[src/sv/d2d_pkg.sv]
// Package with shared types and twiddle tables for the direct 2-D DFT.
`default_nettype none
package d2d_pkg;
   typedef struct packed {
      logic signed [15:0] sample_real;
      logic signed [15:0] sample_imag;
   } req_payload_type;

   typedef struct packed {
      logic signed [23:0] freq_real;
      logic signed [23:0] freq_imag;
      logic [2:0]         row_index;
      logic [2:0]         col_index;
      logic               last_of_frame;
   } rsp_payload_type;

   typedef enum logic [2:0] {
      ST_LOAD, ST_READ, ST_MAC, ST_SUM, ST_WRITE, ST_OUT_RD, ST_OUT
   } state_type;

   localparam int unsigned CSR_ROWS = 0;
   localparam int unsigned CSR_COLS = 1;

   function automatic logic signed [15:0] tw_cos(input logic [3:0] len, input logic [2:0] t);
      logic signed [15:0] v;
      v = 16'sd0;
      case (len)
         4'd1: v = (t == 3'd0) ? 16'sd32767 : 16'sd0;
         4'd2: case (t) 3'd0: v = 16'sd32767; 3'd1: v = -16'sd32768; default: v = 16'sd0; endcase
         4'd3: case (t) 3'd0: v = 16'sd32767; 3'd1, 3'd2: v = -16'sd16384;
                        default: v = 16'sd0; endcase
         4'd4: case (t) 3'd0: v = 16'sd32767; 3'd2: v = -16'sd32768; default: v = 16'sd0; endcase
         4'd5: case (t) 3'd0: v = 16'sd32767; 3'd1, 3'd4: v = 16'sd10126;
                        3'd2, 3'd3: v = -16'sd26510; default: v = 16'sd0; endcase
         4'd6: case (t) 3'd0: v = 16'sd32767; 3'd1, 3'd5: v = 16'sd16384;
                        3'd2, 3'd4: v = -16'sd16384; 3'd3: v = -16'sd32768;
                        default: v = 16'sd0; endcase
         4'd7: case (t) 3'd0: v = 16'sd32767; 3'd1, 3'd6: v = 16'sd20431;
                        3'd2, 3'd5: v = -16'sd7292; 3'd3, 3'd4: v = -16'sd29523;
                        default: v = 16'sd0; endcase
         4'd8: case (t) 3'd0: v = 16'sd32767; 3'd1, 3'd7: v = 16'sd23170;
                        3'd3, 3'd5: v = -16'sd23170; 3'd4: v = -16'sd32768;
                        default: v = 16'sd0; endcase
         default: v = 16'sd0;
      endcase
      return v;
   endfunction

   function automatic logic signed [15:0] tw_sin(input logic [3:0] len, input logic [2:0] t);
      logic signed [15:0] v;
      v = 16'sd0;
      case (len)
         4'd3: case (t) 3'd1: v = 16'sd28378; 3'd2: v = -16'sd28378; default: v = 16'sd0; endcase
         4'd4: case (t) 3'd1: v = 16'sd32767; 3'd3: v = -16'sd32768; default: v = 16'sd0; endcase
         4'd5: case (t) 3'd1: v = 16'sd31164; 3'd2: v = 16'sd19261; 3'd3: v = -16'sd19261;
                        3'd4: v = -16'sd31164; default: v = 16'sd0; endcase
         4'd6: case (t) 3'd1, 3'd2: v = 16'sd28378; 3'd4, 3'd5: v = -16'sd28378;
                        default: v = 16'sd0; endcase
         4'd7: case (t) 3'd1: v = 16'sd25619; 3'd2: v = 16'sd31946; 3'd3: v = 16'sd14218;
                        3'd4: v = -16'sd14218; 3'd5: v = -16'sd31946; 3'd6: v = -16'sd25619;
                        default: v = 16'sd0; endcase
         4'd8: case (t) 3'd1, 3'd3: v = 16'sd23170; 3'd2: v = 16'sd32767;
                        3'd5, 3'd7: v = -16'sd23170; 3'd6: v = -16'sd32768;
                        default: v = 16'sd0; endcase
         default: v = 16'sd0;
      endcase
      return v;
   endfunction
endpackage
`default_nettype wire

[src/sv/d2d_mac.sv]
// Shared complex multiply-accumulate unit with rounding and saturation.
`default_nettype none
module d2d_mac
   import d2d_pkg::*;
(
   input  wire logic               clock,
   input  wire logic               clear,
   input  wire logic               enable,
   input  wire logic signed [23:0] x_real,
   input  wire logic signed [23:0] x_imag,
   input  wire logic signed [15:0] c_val,
   input  wire logic signed [15:0] s_val,
   output logic signed [23:0]      sum_real,
   output logic signed [23:0]      sum_imag
);
   // Products are registered, then accumulated in the following cycle.
   logic signed [39:0] p_rc_ff, p_is_ff, p_ic_ff, p_rs_ff;
   logic               p_valid_ff;
   logic signed [45:0] acc_real_ff, acc_imag_ff;
   logic signed [45:0] acc_real_in, acc_imag_in;

   always_ff @(posedge clock) begin
      p_rc_ff    <= x_real * c_val;
      p_is_ff    <= x_imag * s_val;
      p_ic_ff    <= x_imag * c_val;
      p_rs_ff    <= x_real * s_val;
      p_valid_ff <= enable;
      acc_real_ff <= acc_real_in;
      acc_imag_ff <= acc_imag_in;
   end

   always_comb begin
      acc_real_in = acc_real_ff;
      acc_imag_in = acc_imag_ff;
      if (clear) begin
         acc_real_in = '0;
         acc_imag_in = '0;
      end else if (p_valid_ff) begin
         acc_real_in = acc_real_ff + 46'(p_rc_ff) + 46'(p_is_ff);
         acc_imag_in = acc_imag_ff + 46'(p_ic_ff) - 46'(p_rs_ff);
      end
   end

   function automatic logic signed [23:0] rsat(input logic signed [45:0] a);
      logic signed [45:0] v;
      logic signed [30:0] q;
      v = a + 46'sd16384;
      q = v[45:15];
      if (q > 31'sd8388607) return 24'sd8388607;
      if (q < -31'sd8388608) return -24'sd8388608;
      return q[23:0];
   endfunction

   assign sum_real = rsat(acc_real_ff);
   assign sum_imag = rsat(acc_imag_ff);
endmodule
`default_nettype wire

[config.mk]
export PLATFORM = sky130hd
export DESIGN_NAME = d2d_mac
export DESIGN_NICKNAME = d
export VERILOG_FILES = /design/src/sv/d2d_pkg.sv /design/src/sv/d2d_mac.sv
export SDC_FILE = /design/constraint.sdc
export NUM_CORES = 2
export LEC_CHECK = 0
export BUFFER_PORTS_ARGS = -buffer_cell sky130_fd_sc_hd__buf_2
export CORE_MARGIN = 2
export CORE_UTILIZATION = 66
export CTS_BUF_LIST = sky130_fd_sc_hd__clkbuf_8
export DETAILED_ROUTE_END_ITERATION = 6
export PLACE_DENSITY_LB_ADDON = 0.25
export SLEW_MARGIN = 20
export SYNTH_ARGS = -nofsm -noshare
export SYNTH_HDL_FRONTEND = slang
export SYNTH_SLANG_ARGS = --single-unit
[constraint.sdc]
create_clock -name clock -period 23.1 [get_ports clock]
set_input_delay 3.465 -clock clock [delete_from_list [all_inputs] [get_ports clock]]
set_output_delay 3.465 -clock clock [all_outputs]
set_load 0.01 [all_outputs]
==> summary.txt <==
Drt
  – DRC: 0
  – Wire length per cell: approximately 20 um
  – Iteration-0 DRC Markers: 3835
  – Vias: ~53000
  – Max Used Layer: met5
  – Met1 WL: between 70 and 80 mm
  – Drt first pass iters: 5
  – Number of vias per cell: 5.715
  – WL met2: between 80 and 90 mm
  – DR WL met3: about 17 mm
  – Drt total wl: 182.8 mm
  – Post-route antenna net violation count: 0

Final layout
  – Area delta synth->final: 3.764%
  – Final non-filler cell area: roughly 0.073 mm^2
  – Final net count: 9928
  – Fill cells: 8511
  – Final Core Density: 69.00%
  – Footprint of the multi-input gates: between 0.05 and 0.06 mm^2
  – Sequential cell area: slightly above 0.005 mm^2
  – Share of layout cells above drive strength 1: 3.994%

Job
  – Max_cap viols: 0

Clock network
  – TritonCTS clock tree: yes
  – Clock transition at path regs: around 0.06 ns
  – # resized after CTS: 0
  – Worst skew pair latency: between 0.7 and 0.8 ns
  – Cts hold-fix bufs: 0
  – CTS max path bufs: 3
  – CTS Buf Count: 52
  – Post-CTS Setup Bufs: 0
  – H-tree levels: 2
  – Clock root cell: clkbuf_8
  – CTS sink cnt: 253

Setup path
  – R2R Setup Slk: 18.36 ns
  – Maximum fanout along the worst path: 48
  – Worst path required time: about 24 ns
  – Worst-path cell chain: buf_2 -> nand2_1 -> fa_1 -> inv_1 -> fa_1 -> inv_1 -> fa_1 -> inv_1 -> fa_1 -> fa_1 -> inv_1 -> fa_1 -> inv_1 -> ha_1 -> and3_1 -> nand2_1 -> o311ai_0 -> a21oi_1 -> nor3_1 -> o22ai_1 -> o211a_1 -> o21a_1 -> a211oi_1
  – Crit Path Category: in2reg
  – Top cell family by delay on the critical path: adder cells
  – Type of origin of the critical path: primary input
  – WP buf/inv: 6
  – Critical Path End Type: flip-flop
  – CP Depth: 23
  – CP peak stage delay: 0.83 ns
  – Slowest cell on crit path: buf_2
  – Critical path arrival: 10.88 ns
  – Worst r2r path cells: 14
  – Most used cell, CP: fa_1

Synth
  – Syn Std Cell Area: 0.06990 mm^2
  – Net Count, Synth: between 10000 and 15000
  – Syn avg cell area: between 8 and 9 um^2
  – Synth Register Bits: around 250
  – EDFF count, synth: 0
  – Yosys warnings: 0
  – Main synth FF type: dfxtp_1
  – Ys async rst share: 0%
  – Cell count after synthesis: 7885
  – Netlist cell types: 83
  – Sequential area share after synthesis: 7.245%

Global routing
  – Total GRT Usage: between 30% and 40%
  – Vias in the first global route: between 50000 and 60000
  – First-pass GRT wire length: between 200 and 300 mm
  – Grt ovf: 0
  – Initial antenna violation count: 19
  – Largest net degree at the start of global routing: 57

Outcome
  – Outcome: finished, final reports clean

Timing
  – Top achievable clock speed: between 90 and 100 MHz
  – Tmin final: a little over 10 ns
  – RSZ-0062 raised after global routing: no
  – Final setup fails: 0
  – Clock skew: about 0.052 ns
  – Max Slew Vio Count: 0
  – Sum Neg Setup Slack: 0 ns
  – Crit share post-route: around 44%
  – Least-Margin Pin Slew: 1.159 ns
  – Hold Vio Cnt, Final: 0
  – Max_slew headroom: between 20% and 30%

Floorplanning
  – Die Span X: ~330 um
  – Core Rows: ~120
  – Ports: approximately 130
  – Die Y: approximately 330 um
  – Initial core utilization: around 67%
  – Die Area: roughly 0.11 mm^2
  – Core area: 0.1051 mm^2

Worst hold path
  – Hold Path Depth: 2
  – Hold crit path type: reg2reg

Placement
  – PortBufs: 130
  – Final HPWL DP: about 140 mm
  – Cell Area, Placed: roughly 0.07 mm^2
  – Gpl congestion: between 0.9 and 1
==> cells in the final DEF, fill, tap and decap left out, types with 56 or more instances in the layout <==
cell type and n:
a21o_1 122, a21oi_1 225, and2_1 602, buf_2 129, buf_4 60, clkbuf_8 60, dfxtp_1 252, fa_1 1587
ha_1 486, inv_1 1931, mux2i_1 56, nand2_1 971, nor2_1 277, o21ai_0 167, xnor2_1 229, xor2_1 68
==> flip-flops by register name, summed over array words and instances, names as in the netlist <==
signal / count
acc_imag_ff: 46
acc_real_ff: 46
p_ic_ff: 40
p_is_ff: 40
p_rc_ff: 40
p_rs_ff: 40
p_valid_ff: 1
==> through the flow <==
stage / std cells / hold WS (ns) / worst slack (ns)
after floorplan: 7885 / 0.4542 / 13.40
after global placement: 9109 / 0.4646 / 12.43
after detailed placement: 9109 / 0.4722 / 12.27
after CTS: 9202 / 0.4794 / 13.00
after global routing: 9211 / 0.5030 / 12.61
final: 9212 / 0.4739 / 12.83
==> routing by layer <==
layer	global-route usage [%]	up-vias
li1	-	23180
met1	46.74	26570
met2	56.75	2378
met3	7.323	514
met4	16.89	10
met5	0	-
==> cells in the mapped netlist (6+ instances only) <==
library cell / number / area share (%)
nand4_1: 29 / 0.26
a21o_1: 122 / 1.3
nor4_1: 9 / 0.081
nand3_1: 54 / 0.39
a21boi_0: 8 / 0.086
nor2b_1: 23 / 0.21
nor2_1: 277 / 1.5
xor2_1: 68 / 0.85
mux2i_1: 56 / 0.80
or2_2: 7 / 0.063
fa_1: 1587 / 45
nor3_1: 43 / 0.31
inv_1: 1926 / 10
and4_1: 11 / 0.14
buf_1: 13 / 0.070
o211ai_1: 10 / 0.11
buf_2: 6 / 0.043
a21oi_1: 225 / 1.6
nand2_1: 971 / 5.2
o22ai_1: 7 / 0.063
a211oi_1: 32 / 0.34
or3_1: 14 / 0.13
ha_1: 486 / 8.7
o311ai_0: 7 / 0.088
nand2b_1: 48 / 0.43
and2_1: 602 / 5.4
and3_1: 41 / 0.37
o21a_1: 30 / 0.32
nor4b_1: 8 / 0.10
o2111ai_1: 8 / 0.10
o31ai_1: 7 / 0.075
xnor2_1: 229 / 2.9
o21ai_0: 167 / 1.2
o21bai_1: 36 / 0.39
a31oi_1: 32 / 0.29
clkbuf_1: 335 / 1.8
dfxtp_1: 253 / 7.2
==> cells by family after synthesis <==
group                    count (synthesis)  share of synthesized area [%]
XOR/XNOR                               297                          3.721
AND/OR/NAND/NOR                       2158                          14.81
AO/OA/AOI/OAI                          764                          6.972
buffers and inverters                 2282                          12.27
multiplexers                            58                         0.8394
flip-flops                             253                          7.245
adder cells (fa/ha/maj)               2073                          54.15
==> path summary, 6_finish.rpt <==
kind                                   endpoint      startpoint
worst max-delay path                p_is_ff[39]        s_val[1]
worst min-delay path             acc_real_ff[0]  acc_real_ff[0]
worst max register to register  acc_real_ff[43]      p_rc_ff[1]
worst min register to register   acc_real_ff[0]  acc_real_ff[0]
==> cell type report <==
class                      instances  share of cell area, %
sequential                       253                  6.988
multi-input combinational       5350                  77.57
clock inverter                    33                 0.3881
tap                             1391                  2.399
inverter                        1926                  9.967
antenna                           10                0.03450
timing repair buffer             189                  1.511
clock buffer                      60                  1.138
==> tightest hold or removal path, stage by stage (launching register included) <==
cell	delay [ns]
dfxtp_1	0.30
nor2_1	0.08
a211oi_1	0.04
Power is not shown: default switching activity piles up to over one toggle a cycle in this logic, so the estimate is an artifact.
